===== config.mk =====
export PLATFORM = sky130hd
export DESIGN_NAME = velocity_pid_drive_unit
export DESIGN_NICKNAME = d
export VERILOG_FILES = /design/src/hdl/vpd_pkg.sv /design/src/hdl/vpd_velocity.sv /design/src/hdl/vpd_pid.sv /design/src/hdl/velocity_pid_drive_unit.sv
export SDC_FILE = /design/constraint.sdc
export NUM_CORES = 2
export LEC_CHECK = 0
export BUFFER_PORTS_ARGS = -buffer_cell sky130_fd_sc_hd__buf_2
export CAP_MARGIN = 25
export CORE_ASPECT_RATIO = 1.4
export CORE_MARGIN = 1
export CORE_UTILIZATION = 50
export DETAILED_ROUTE_END_ITERATION = 6
export PLACE_DENSITY_LB_ADDON = 0.12
export SYNTH_ARGS = -nofsm -noshare
export SYNTH_HDL_FRONTEND = slang
export SYNTH_SLANG_ARGS = --single-unit
export TNS_END_PERCENT = 100

===== constraint.sdc =====
create_clock -name i_clk -period 12.8 [get_ports i_clk]
set_input_delay 3.2 -clock i_clk [delete_from_list [all_inputs] [get_ports i_clk]]
set_output_delay 3.2 -clock i_clk [all_outputs]
set_load 0.01 [all_outputs]

===== src/hdl/vpd_pkg.sv =====
`default_nettype none
package vpd_pkg;

    // field widths
    localparam int POS_W       = 16;
    localparam int VEL_W       = 21;
    localparam int DRIVE_W     = 16;
    localparam int GAIN_W      = 16;
    localparam int ERR_W       = 22;
    localparam int DERR_W      = 23;
    localparam int INTEG_W     = 25;
    localparam int ILIM_W      = 24;
    localparam int OLIM_W      = 15;
    localparam int CFG_IDX_W   = 3;
    localparam int CFG_DATA_W  = 24;

    // velocity scaling: steps per sample window to steps per second
    localparam int VEL_SCALE_NUM = 1000;
    localparam int VEL_FRAC_BITS = 26;
    localparam int VEL_SCALE_W   = 36;

    // gains are Q8.8
    localparam int GAIN_FRAC_BITS = 8;

    // velocity saturation bounds
    localparam logic signed [VEL_W-1:0] VEL_MAX = {1'b0, {(VEL_W-1){1'b1}}};
    localparam logic signed [VEL_W-1:0] VEL_MIN = {1'b1, {(VEL_W-1){1'b0}}};

    // register indexes
    localparam logic [CFG_IDX_W-1:0] CFG_TARGET_VELOCITY = 3'd0;
    localparam logic [CFG_IDX_W-1:0] CFG_GAIN_P          = 3'd1;
    localparam logic [CFG_IDX_W-1:0] CFG_GAIN_I          = 3'd2;
    localparam logic [CFG_IDX_W-1:0] CFG_GAIN_D          = 3'd3;
    localparam logic [CFG_IDX_W-1:0] CFG_INTEGRAL_LIMIT  = 3'd4;
    localparam logic [CFG_IDX_W-1:0] CFG_OUTPUT_LIMIT    = 3'd5;

    // register reset values
    localparam logic [ILIM_W-1:0] INTEGRAL_LIMIT_RST = 24'd65535;
    localparam logic [OLIM_W-1:0] OUTPUT_LIMIT_RST   = 15'd1000;

    // controller settings handed to the loop
    typedef struct packed {
        logic signed [GAIN_W-1:0] target_velocity;
        logic signed [GAIN_W-1:0] gain_p;
        logic signed [GAIN_W-1:0] gain_i;
        logic signed [GAIN_W-1:0] gain_d;
        logic        [ILIM_W-1:0] integral_limit;
        logic        [OLIM_W-1:0] output_limit;
    } t_pid_cfg;

endpackage
`default_nettype wire


===== src/hdl/vpd_velocity.sv =====
`default_nettype none
module vpd_velocity #(
    parameter int HISTORY_DEPTH    = 10,
    parameter int SAMPLE_PERIOD_MS = 100
) (
    input  wire logic                                   i_clk,
    input  wire logic                                   i_rst_n,
    input  wire logic                                   i_valid,
    output logic                                        o_ready,
    input  wire logic        [vpd_pkg::POS_W-1:0]       i_position_raw,
    output logic                                        o_valid,
    input  wire logic                                   i_ready,
    output logic signed      [vpd_pkg::VEL_W-1:0]       o_velocity
);

    localparam int PosW   = vpd_pkg::POS_W;
    localparam int VelW   = vpd_pkg::VEL_W;
    localparam int ScaleW = vpd_pkg::VEL_SCALE_W;
    localparam int FracB  = vpd_pkg::VEL_FRAC_BITS;
    localparam int ProdW  = ScaleW + PosW;
    localparam int QW     = ProdW - FracB;
    localparam int TapN   = HISTORY_DEPTH - 1;

    // ceil(1000 * 2^26 / period): exact truncating divide for 16-bit magnitudes
    localparam logic [ScaleW-1:0] VelScale = ScaleW'(
        ((64'(vpd_pkg::VEL_SCALE_NUM) << FracB) + 64'(SAMPLE_PERIOD_MS) - 64'd1)
        / 64'(SAMPLE_PERIOD_MS));
    localparam logic [QW-1:0] VelMaxMag = QW'((64'd1 << (VelW - 1)) - 64'd1);
    localparam logic [QW-1:0] VelMinMag = QW'(64'd1 << (VelW - 1));

    logic [PosW-1:0]          r_hist [TapN];
    logic                     r_a_vld;
    logic                     r_a_neg;
    logic [PosW-1:0]          r_a_mag;
    logic                     r_b_vld;
    logic signed [VelW-1:0]   r_b_vel;

    logic                     ld_a;
    logic                     ld_b;
    logic                     accept;
    logic [PosW:0]            n_diff;
    logic [PosW-1:0]          n_mag;
    logic [ProdW-1:0]         prod;
    logic [QW-1:0]            quot;
    logic signed [VelW-1:0]   n_vel;

    // stage loads
    assign ld_b    = !r_b_vld || i_ready;
    assign ld_a    = !r_a_vld || ld_b;
    assign o_ready = ld_a;
    assign accept  = i_valid && ld_a;

    // new sample minus the oldest one in the window
    assign n_diff = {1'b0, i_position_raw} - {1'b0, r_hist[TapN-1]};
    assign n_mag  = PosW'(n_diff[PosW] ? -n_diff : n_diff);

    // history window, newest at tap zero
    always_ff @(posedge i_clk) begin
        if (!i_rst_n) begin
            for (int i = 0; i < TapN; i++) begin
                r_hist[i] <= '0;
            end
        end else if (accept) begin
            r_hist[0] <= i_position_raw;
            for (int i = 1; i < TapN; i++) begin
                r_hist[i] <= r_hist[i-1];
            end
        end
    end

    // stage a: sign and magnitude of the difference
    always_ff @(posedge i_clk) begin
        if (!i_rst_n) begin
            r_a_vld <= 1'b0;
        end else if (ld_a) begin
            r_a_vld <= i_valid;
        end
    end

    always_ff @(posedge i_clk) begin
        if (accept) begin
            r_a_neg <= n_diff[PosW];
            r_a_mag <= n_mag;
        end
    end

    // scale by reciprocal and saturate
    assign prod = ProdW'(r_a_mag) * ProdW'(VelScale);
    assign quot = prod[FracB +: QW];

    always_comb begin
        if (!r_a_neg) begin
            n_vel = (quot > VelMaxMag) ? vpd_pkg::VEL_MAX : VelW'(quot);
        end else begin
            n_vel = (quot > VelMinMag) ? vpd_pkg::VEL_MIN
                                       : VelW'(-$signed({1'b0, quot}));
        end
    end

    // stage b: velocity register
    always_ff @(posedge i_clk) begin
        if (!i_rst_n) begin
            r_b_vld <= 1'b0;
        end else if (ld_b) begin
            r_b_vld <= r_a_vld;
        end
    end

    always_ff @(posedge i_clk) begin
        if (ld_b && r_a_vld) begin
            r_b_vel <= n_vel;
        end
    end

    assign o_valid    = r_b_vld;
    assign o_velocity = r_b_vel;

endmodule
`default_nettype wire


===== src/hdl/vpd_pid.sv =====
`default_nettype none
module vpd_pid (
    input  wire logic                               i_clk,
    input  wire logic                               i_rst_n,
    input  wire vpd_pkg::t_pid_cfg                  i_cfg,
    input  wire logic                               i_valid,
    output logic                                    o_ready,
    input  wire logic signed [vpd_pkg::VEL_W-1:0]   i_velocity,
    output logic                                    o_valid,
    input  wire logic                               i_ready,
    output logic signed [vpd_pkg::DRIVE_W-1:0]      o_drive_value,
    output logic signed [vpd_pkg::VEL_W-1:0]        o_velocity
);

    localparam int VelW   = vpd_pkg::VEL_W;
    localparam int ErrW   = vpd_pkg::ERR_W;
    localparam int DerrW  = vpd_pkg::DERR_W;
    localparam int IntW   = vpd_pkg::INTEG_W;
    localparam int IsumW  = IntW + 1;
    localparam int GainW  = vpd_pkg::GAIN_W;
    localparam int DrvW   = vpd_pkg::DRIVE_W;
    localparam int GFrac  = vpd_pkg::GAIN_FRAC_BITS;
    localparam int PpW    = GainW + ErrW;
    localparam int PiW    = GainW + IntW;
    localparam int PdW    = GainW + DerrW;
    localparam int SumW   = PiW + 2;
    localparam int ShW    = SumW - GFrac;

    // loop state
    logic signed [ErrW-1:0]   r_prev_err;
    logic signed [IntW-1:0]   r_integ;

    // pipeline registers
    logic                     r_c_vld;
    logic signed [ErrW-1:0]   r_c_err;
    logic signed [DerrW-1:0]  r_c_derr;
    logic signed [VelW-1:0]   r_c_vel;
    logic                     r_d_vld;
    logic signed [ErrW-1:0]   r_d_err;
    logic signed [DerrW-1:0]  r_d_derr;
    logic signed [VelW-1:0]   r_d_vel;
    logic                     r_e_vld;
    logic signed [PpW-1:0]    r_e_pp;
    logic signed [PiW-1:0]    r_e_pi;
    logic signed [PdW-1:0]    r_e_pd;
    logic signed [VelW-1:0]   r_e_vel;
    logic                     r_f_vld;
    logic signed [DrvW-1:0]   r_f_drive;
    logic signed [VelW-1:0]   r_f_vel;

    logic                     ld_c;
    logic                     ld_d;
    logic                     ld_e;
    logic                     ld_f;
    logic signed [ErrW-1:0]   n_err;
    logic signed [DerrW-1:0]  n_derr;
    logic signed [IsumW-1:0]  isum;
    logic signed [IsumW-1:0]  ilim_pos;
    logic signed [IsumW-1:0]  ilim_neg;
    logic signed [IntW-1:0]   n_integ;
    logic signed [SumW-1:0]   sum;
    logic signed [SumW-1:0]   sum_adj;
    logic signed [ShW-1:0]    scaled;
    logic signed [ShW-1:0]    olim_pos;
    logic signed [ShW-1:0]    olim_neg;
    logic signed [DrvW-1:0]   n_drive;

    // stage loads
    assign ld_f    = !r_f_vld || i_ready;
    assign ld_e    = !r_e_vld || ld_f;
    assign ld_d    = !r_d_vld || ld_e;
    assign ld_c    = !r_c_vld || ld_d;
    assign o_ready = ld_c;

    // error and its change since the previous sample
    assign n_err  = ErrW'(i_cfg.target_velocity) - ErrW'(i_velocity);
    assign n_derr = DerrW'(n_err) - DerrW'(r_prev_err);

    always_ff @(posedge i_clk) begin
        if (!i_rst_n) begin
            r_c_vld    <= 1'b0;
            r_prev_err <= '0;
        end else if (ld_c) begin
            r_c_vld <= i_valid;
            if (i_valid) begin
                r_prev_err <= n_err;
            end
        end
    end

    always_ff @(posedge i_clk) begin
        if (ld_c && i_valid) begin
            r_c_err  <= n_err;
            r_c_derr <= n_derr;
            r_c_vel  <= i_velocity;
        end
    end

    // integral with symmetric saturation
    assign isum     = IsumW'(r_integ) + IsumW'(r_c_err);
    assign ilim_pos = $signed({2'b00, i_cfg.integral_limit});
    assign ilim_neg = -ilim_pos;

    always_comb begin
        if (isum > ilim_pos) begin
            n_integ = IntW'(ilim_pos);
        end else if (isum < ilim_neg) begin
            n_integ = IntW'(ilim_neg);
        end else begin
            n_integ = IntW'(isum);
        end
    end

    always_ff @(posedge i_clk) begin
        if (!i_rst_n) begin
            r_d_vld <= 1'b0;
            r_integ <= '0;
        end else if (ld_d) begin
            r_d_vld <= r_c_vld;
            if (r_c_vld) begin
                r_integ <= n_integ;
            end
        end
    end

    always_ff @(posedge i_clk) begin
        if (ld_d && r_c_vld) begin
            r_d_err  <= r_c_err;
            r_d_derr <= r_c_derr;
            r_d_vel  <= r_c_vel;
        end
    end

    // three gain products in parallel
    always_ff @(posedge i_clk) begin
        if (!i_rst_n) begin
            r_e_vld <= 1'b0;
        end else if (ld_e) begin
            r_e_vld <= r_d_vld;
        end
    end

    always_ff @(posedge i_clk) begin
        if (ld_e && r_d_vld) begin
            r_e_pp  <= PpW'(i_cfg.gain_p) * PpW'(r_d_err);
            r_e_pi  <= PiW'(i_cfg.gain_i) * PiW'(r_integ);
            r_e_pd  <= PdW'(i_cfg.gain_d) * PdW'(r_d_derr);
            r_e_vel <= r_d_vel;
        end
    end

    // sum, drop the fraction toward zero, clamp
    assign sum      = SumW'(r_e_pp) + SumW'(r_e_pi) + SumW'(r_e_pd);
    assign sum_adj  = sum[SumW-1] ? sum + SumW'((1 << GFrac) - 1) : sum;
    assign scaled   = ShW'(sum_adj >>> GFrac);
    assign olim_pos = $signed(ShW'(i_cfg.output_limit));
    assign olim_neg = -olim_pos;

    always_comb begin
        if (scaled > olim_pos) begin
            n_drive = DrvW'(olim_pos);
        end else if (scaled < olim_neg) begin
            n_drive = DrvW'(olim_neg);
        end else begin
            n_drive = DrvW'(scaled);
        end
    end

    always_ff @(posedge i_clk) begin
        if (!i_rst_n) begin
            r_f_vld <= 1'b0;
        end else if (ld_f) begin
            r_f_vld <= r_e_vld;
        end
    end

    always_ff @(posedge i_clk) begin
        if (ld_f && r_e_vld) begin
            r_f_drive <= n_drive;
            r_f_vel   <= r_e_vel;
        end
    end

    assign o_valid       = r_f_vld;
    assign o_drive_value = r_f_drive;
    assign o_velocity    = r_f_vel;

endmodule
`default_nettype wire


===== src/hdl/velocity_pid_drive_unit.sv =====
// Velocity PID drive: one raw position sample in, one drive command and one
// velocity estimate out, one request per clock cycle sustained while the
// output is not stalled. A request is a six-stage pipeline: difference
// against the oldest sample of the history window, reciprocal-multiply
// scaling to steps per second with saturation, error against the set point,
// saturated integral update, three parallel gain multiplies, then the Q8.8
// fraction drop and output clamp. Each stage holds one register, the first
// loaded at the edge that accepts the input, and the result is valid once it
// reaches the sixth; output stalls hold it there. The history window is
// cleared by reset, so the first samples see zeros as the oldest position.
// Stages hold their contents under output stall and the input keeps taking
// requests as long as any stage is empty. Configuration is written through
// its own port, which is always ready; write only while the block is idle.
`default_nettype none
module velocity_pid_drive_unit #(
    parameter int HISTORY_DEPTH    = 10,
    parameter int SAMPLE_PERIOD_MS = 100
) (
    input  wire logic                                   i_clk,
    input  wire logic                                   i_rst_n,
    // configuration write port
    input  wire logic                                   i_cfg_valid,
    output logic                                        o_cfg_ready,
    input  wire logic [vpd_pkg::CFG_IDX_W-1:0]          i_cfg_index,
    input  wire logic [vpd_pkg::CFG_DATA_W-1:0]         i_cfg_data,
    // position samples
    input  wire logic                                   i_in_valid,
    output logic                                        o_in_stall,
    input  wire logic [vpd_pkg::POS_W-1:0]              i_position_raw,
    // drive results
    output logic                                        o_out_valid,
    input  wire logic                                   i_out_stall,
    output logic signed [vpd_pkg::DRIVE_W-1:0]          o_drive_value,
    output logic signed [vpd_pkg::VEL_W-1:0]            o_velocity_estimate
);

    vpd_pkg::t_pid_cfg                  r_cfg;
    logic                               vel_ready;
    logic                               vel_valid;
    logic signed [vpd_pkg::VEL_W-1:0]   vel_value;
    logic                               pid_ready;

    // configuration registers
    assign o_cfg_ready = 1'b1;

    always_ff @(posedge i_clk) begin
        if (!i_rst_n) begin
            r_cfg.target_velocity <= '0;
            r_cfg.gain_p          <= '0;
            r_cfg.gain_i          <= '0;
            r_cfg.gain_d          <= '0;
            r_cfg.integral_limit  <= vpd_pkg::INTEGRAL_LIMIT_RST;
            r_cfg.output_limit    <= vpd_pkg::OUTPUT_LIMIT_RST;
        end else if (i_cfg_valid && o_cfg_ready) begin
            case (i_cfg_index)
                vpd_pkg::CFG_TARGET_VELOCITY: begin
                    r_cfg.target_velocity <= $signed(i_cfg_data[vpd_pkg::GAIN_W-1:0]);
                end
                vpd_pkg::CFG_GAIN_P: begin
                    r_cfg.gain_p <= $signed(i_cfg_data[vpd_pkg::GAIN_W-1:0]);
                end
                vpd_pkg::CFG_GAIN_I: begin
                    r_cfg.gain_i <= $signed(i_cfg_data[vpd_pkg::GAIN_W-1:0]);
                end
                vpd_pkg::CFG_GAIN_D: begin
                    r_cfg.gain_d <= $signed(i_cfg_data[vpd_pkg::GAIN_W-1:0]);
                end
                vpd_pkg::CFG_INTEGRAL_LIMIT: begin
                    r_cfg.integral_limit <= i_cfg_data[vpd_pkg::ILIM_W-1:0];
                end
                vpd_pkg::CFG_OUTPUT_LIMIT: begin
                    r_cfg.output_limit <= i_cfg_data[vpd_pkg::OLIM_W-1:0];
                end
                default: begin
                end
            endcase
        end
    end

    // velocity estimate front end
    vpd_velocity #(
        .HISTORY_DEPTH    (HISTORY_DEPTH),
        .SAMPLE_PERIOD_MS (SAMPLE_PERIOD_MS)
    ) u_velocity (
        .i_clk          (i_clk),
        .i_rst_n        (i_rst_n),
        .i_valid        (i_in_valid),
        .o_ready        (vel_ready),
        .i_position_raw (i_position_raw),
        .o_valid        (vel_valid),
        .i_ready        (pid_ready),
        .o_velocity     (vel_value)
    );

    assign o_in_stall = !vel_ready;

    // pid loop and output register
    vpd_pid u_pid (
        .i_clk         (i_clk),
        .i_rst_n       (i_rst_n),
        .i_cfg         (r_cfg),
        .i_valid       (vel_valid),
        .o_ready       (pid_ready),
        .i_velocity    (vel_value),
        .o_valid       (o_out_valid),
        .i_ready       (!i_out_stall),
        .o_drive_value (o_drive_value),
        .o_velocity    (o_velocity_estimate)
    );

endmodule
`default_nettype wire


==> run_results.csv <==
group,metric,value,unit
final_layout,final_cell_area,0.07848,mm2
logic_synthesis,synth_area_leader_cell,"fa_1",
pwr,p_leak,33.72,nW
routing,num_vias,51840,
grt,grt_pass1_wl,311500,um
routing,ant_nets,0,
logic_synthesis,synthCells,7544,
logic_synthesis,synth_area_per_cell,9.783,um2
floorplan,die_y,456.6,um
cts,cts_max_path_buffers,3,
final_layout,syn_to_final_growth,6.337,%
pwr,total_power,6.010,mW
cts,cts_hold_buf,0,
routing,drcViolationCount,0,
status,status,"complete, no violations",
cts,tritoncts,"done",
setup_path,r2r_slack,4.25,ns
grt,antenna_found_initial,14,
routing,via_per_inst,5.471,
placement,hpwl,158000,um
hold_path,hold_start,"u_pid.r_c_derr[4]$_DFFE_PP_",
setup_path,reg2reg_from,"r_cfg[80]$_SDFFE_PN0P_",
floorplan,die_w,326.7,um
run,maxCapViolCount,0,
logic_synthesis,synthSimpleGateAreaFrac,0.1540,
grt,first_global_vias,54980,
grt,grt_max_degree,138,
timing,hold_viol_final,0,
routing,wirelength,199100,um
setup_path,critPathRequiredTime,13.20,ns
logic_synthesis,netlist_top_cells_area,"fa_1 31%, edfxtp_1 20%, ha_1 9.2%",
timing,finalCritPeriodShare,0.6682,
setup_path,r2r_end,"u_pid.r_e_pp[37]$_DFFE_PP_",
logic_synthesis,synthArstFlopShare,0,
logic_synthesis,synth.yosys.seq_area_share,0.2397,
logic_synthesis,synth_mux_area_frac,0.006103,
logic_synthesis,synth_fp_nets,9276,
placement,io_buffers,85,
logic_synthesis,synth_warnings,0,
pwr,power_density,76.59,mW/mm2
pwr,switching_share,0.3195,
logic_synthesis,synth.top_cell.area_share,0.3092,
setup_path,path_class,"flip-flop to flip-flop",
floorplan,die_area,0.1492,mm2
cts,cts_resized,0,
cts,clock_sinks,641,
floorplan,coreArea,0.1464,mm2
routing,drtIter0Drc,3047,
cts,clk_latency,0.69,ns
placement,place_area,0.07610,mm2
final_layout,fillCellCount,13400,
grt,grt_usage,0.2742,
timing,period_needed,8.553,ns
cts,numCtsBuffers,70,
hold_path,hold_end,"u_pid.r_d_derr[4]$_DFFE_PP_",
logic_synthesis,synth_xor_area_frac,0.03774,
final_layout,stdcell_count,9474,
setup_path,critical_path_peak_fanout,23,
placement,dp_cells,9340,
timing,slew_violations,0,
setup_path,critical_path_arrival,8.95,ns
hold_path,whs_path_depth,0,
timing,rsz0062_at_grt,"no",
hold_path,hp-class,"flip-flop to flip-flop",
logic_synthesis,syn_area,0.07380,mm2
pwr,vdd_drop_max,0.1145,mV
cts,htree_levels,3,
logic_synthesis,synth-compound-area-share,0.07761,
logic_synthesis,ys.flop_type,"edfxtp_1",
logic_synthesis,postSynthRegisterBits,641,
logic_synthesis,synth_cell_types,96,
logic_synthesis,synth_top_family_by_area,"adder cells",
timing,slew_headroom,0.3063,
routing,dr.pass1.iters,6,
routing,wire_per_inst,21.01,um
floorplan,initial_core_util,0.5040,
logic_synthesis,synth_edf_count,485,
cts,cts-root-buf,"clkbuf_16",
pwr,netSwitchingPower,1.920,mW
final_layout,drive_above_1_share,0.04431,
logic_synthesis,netlist_top_cells_count,"1,334 x inv_1, 1,140 x fa_1, 1,088 x nand2_1",
floorplan,ios,88,
timing,fin_setup_tns,0,ns
logic_synthesis,synthAdderAreaFrac,0.4015,
timing,finalClockSkew,0.04341,ns
timing,fmax,0.1169,GHz
timing,tightest_slew,1.033,ns
placement,place_congestion,0.9173,
grt,grt.overflow.total,0,
logic_synthesis,yosysMostFrequentCell,"inv_1",
pwr,pwr-share-comb,0.242,
final_layout,num-nets-final,9213,
floorplan,std_cell_rows,166,
cts,path_clk_slew,0.07,ns
setup_path,cp-start-kind,"flip-flop",
setup_path,reg2regPathDepth,26,
cts,cts_setup_buffers,0,
pwr,p_int,4.090,mW
pwr,p_clk_frac,0.342,
setup_path,worstSetupEndpointType,"flip-flop",
timing,finalSetupViolCount,0,
pwr,seq_power_share,0.415,
[worst max-delay path by stage]
stage / to / from / slack, ns
floorplan: u_pid.r_e_pd[0]$_DFFE_PP_ / i_out_stall / 2.63
global placement: u_pid.r_e_pi[39]$_DFFE_PP_ / r_cfg[56]$_SDFFE_PN0P_ / 4.09
detailed placement: u_pid.r_e_pp[37]$_DFFE_PP_ / r_cfg[80]$_SDFFE_PN0P_ / 4.32
CTS: u_pid.r_e_pp[37]$_DFFE_PP_ / r_cfg[80]$_SDFFE_PN0P_ / 4.26
global route: u_pid.o_drive_value[2]$_DFFE_PP_ / u_pid.r_e_pd[8]$_DFFE_PP_ / 3.64
finish: u_pid.r_e_pp[37]$_DFFE_PP_ / r_cfg[80]$_SDFFE_PN0P_ / 4.25
[cells in the final DEF, fill, tap and decap left out, types with 11 or more instances in the layout]
cell type / instances
a2111oi_0: 15
a211oi_1: 21
a21boi_0: 17
a21o_1: 82
a21oi_1: 308
a31oi_1: 28
and2_1: 396
and3_1: 177
and4_1: 11
buf_2: 84
buf_4: 71
clkbuf_1: 14
clkbuf_16: 70
dfxtp_1: 156
edfxtp_1: 485
fa_1: 1140
ha_1: 544
inv_1: 1333
mux2i_1: 45
nand2_1: 1087
nand2b_1: 106
nand3_1: 56
nand4_1: 34
nor2_1: 217
nor2b_1: 44
nor3_1: 81
nor4_1: 18
o211ai_1: 39
o21a_1: 50
o21ai_0: 151
o21bai_1: 23
o31ai_1: 17
or2_2: 20
or3_1: 46
xnor2_1: 249
xor2_1: 69
[critical path, stage by stage, from the launching register on]
cell and delay [ns]:
dfxtp_1 1.00, nand2_1 0.18, fa_1 0.58, inv_1 0.05, fa_1 0.49, inv_1 0.05, fa_1 0.47, inv_1 0.06
fa_1 0.52, inv_1 0.06, fa_1 0.53, inv_1 0.06, fa_1 0.48, ha_1 0.37, o21a_1 0.20, o21a_1 0.17
o21ai_0 0.41, a31oi_1 0.20, a41o_1 0.31, o41a_1 0.38, a41oi_1 0.30, a21oi_1 0.14, a41o_1 0.28, or4_1 0.44
a31o_2 0.26, a21oi_1 0.19, xnor2_1 0.08
[cells by family (layout without fill, tap and decap cells)]
family / count (synthesis) / after routing
simple gates: 2338 / 2338
fa+ha+maj: 1684 / 1684
buf+inv: 1630 / 1624
compound gates: 886 / 886
flops: 641 / 641
xor+xnor: 318 / 318
mux: 45 / 45
other cells: 2 / 6
[power groups by stage]
stage	Clock, mW	Sequential, mW	Combinational (mW)
2_1_floorplan	0	2.47	1.09
3_3_place_gp	0	2.54	1.43
3_5_place_dp	0	2.54	1.46
4_1_cts	2.12	2.50	1.47
5_1_grt	2.18	2.50	1.64
6_report	2.06	2.50	1.46
[registers in the layout, summed over array words and instances, names as in the netlist, 16 cells and up]
name and flops:
r_cfg 103, u_pid.o_drive_value 16, u_pid.o_velocity 20, u_pid.r_c_derr 23, u_pid.r_c_err 22, u_pid.r_c_vel 20
u_pid.r_d_derr 23, u_pid.r_d_err 22, u_pid.r_d_vel 20, u_pid.r_e_pd 39, u_pid.r_e_pi 41, u_pid.r_e_pp 38
u_pid.r_e_vel 20, u_pid.r_integ 25, u_pid.r_prev_err 22, u_velocity.o_velocity 20, u_velocity.r_a_mag 16, u_velocity.r_hist 144
[through the flow]
stage / util / setup slack (ns) / hold slack [ns]
floorplan: - / 2.629 / 0.4003
global placement: 0.5196 / 4.089 / 0.4024
detailed placement: 0.5197 / 4.323 / 0.4045
CTS: 0.5357 / 4.259 / 0.4088
global route: 0.5359 / 3.638 / 0.4159
finish: 0.5360 / 4.247 / 0.4095
[area by class of cell]
type / count / area [um2] / share of cell area
Antenna cell: 4 / 10.01 / 0.0001275
Multi-Input combinational cell: 5273 / 50000 / 0.6371
Clock buffer: 86 / 1832 / 0.02334
Inverter: 1337 / 5026 / 0.06404
Timing Repair Buffer: 158 / 999.7 / 0.01274
Sequential cell: 641 / 17690 / 0.2254
Tap cell: 1932 / 2417 / 0.03080
Clock inverter: 43 / 509.2 / 0.006489
[routing by layer]
layer  wire length (um)  global-route usage
met5                 79                   0
met4              11170              0.1379
met3               9815             0.03483
met1              76920              0.3283
met2             101100              0.4821
(Power assumes the default switching activity.)
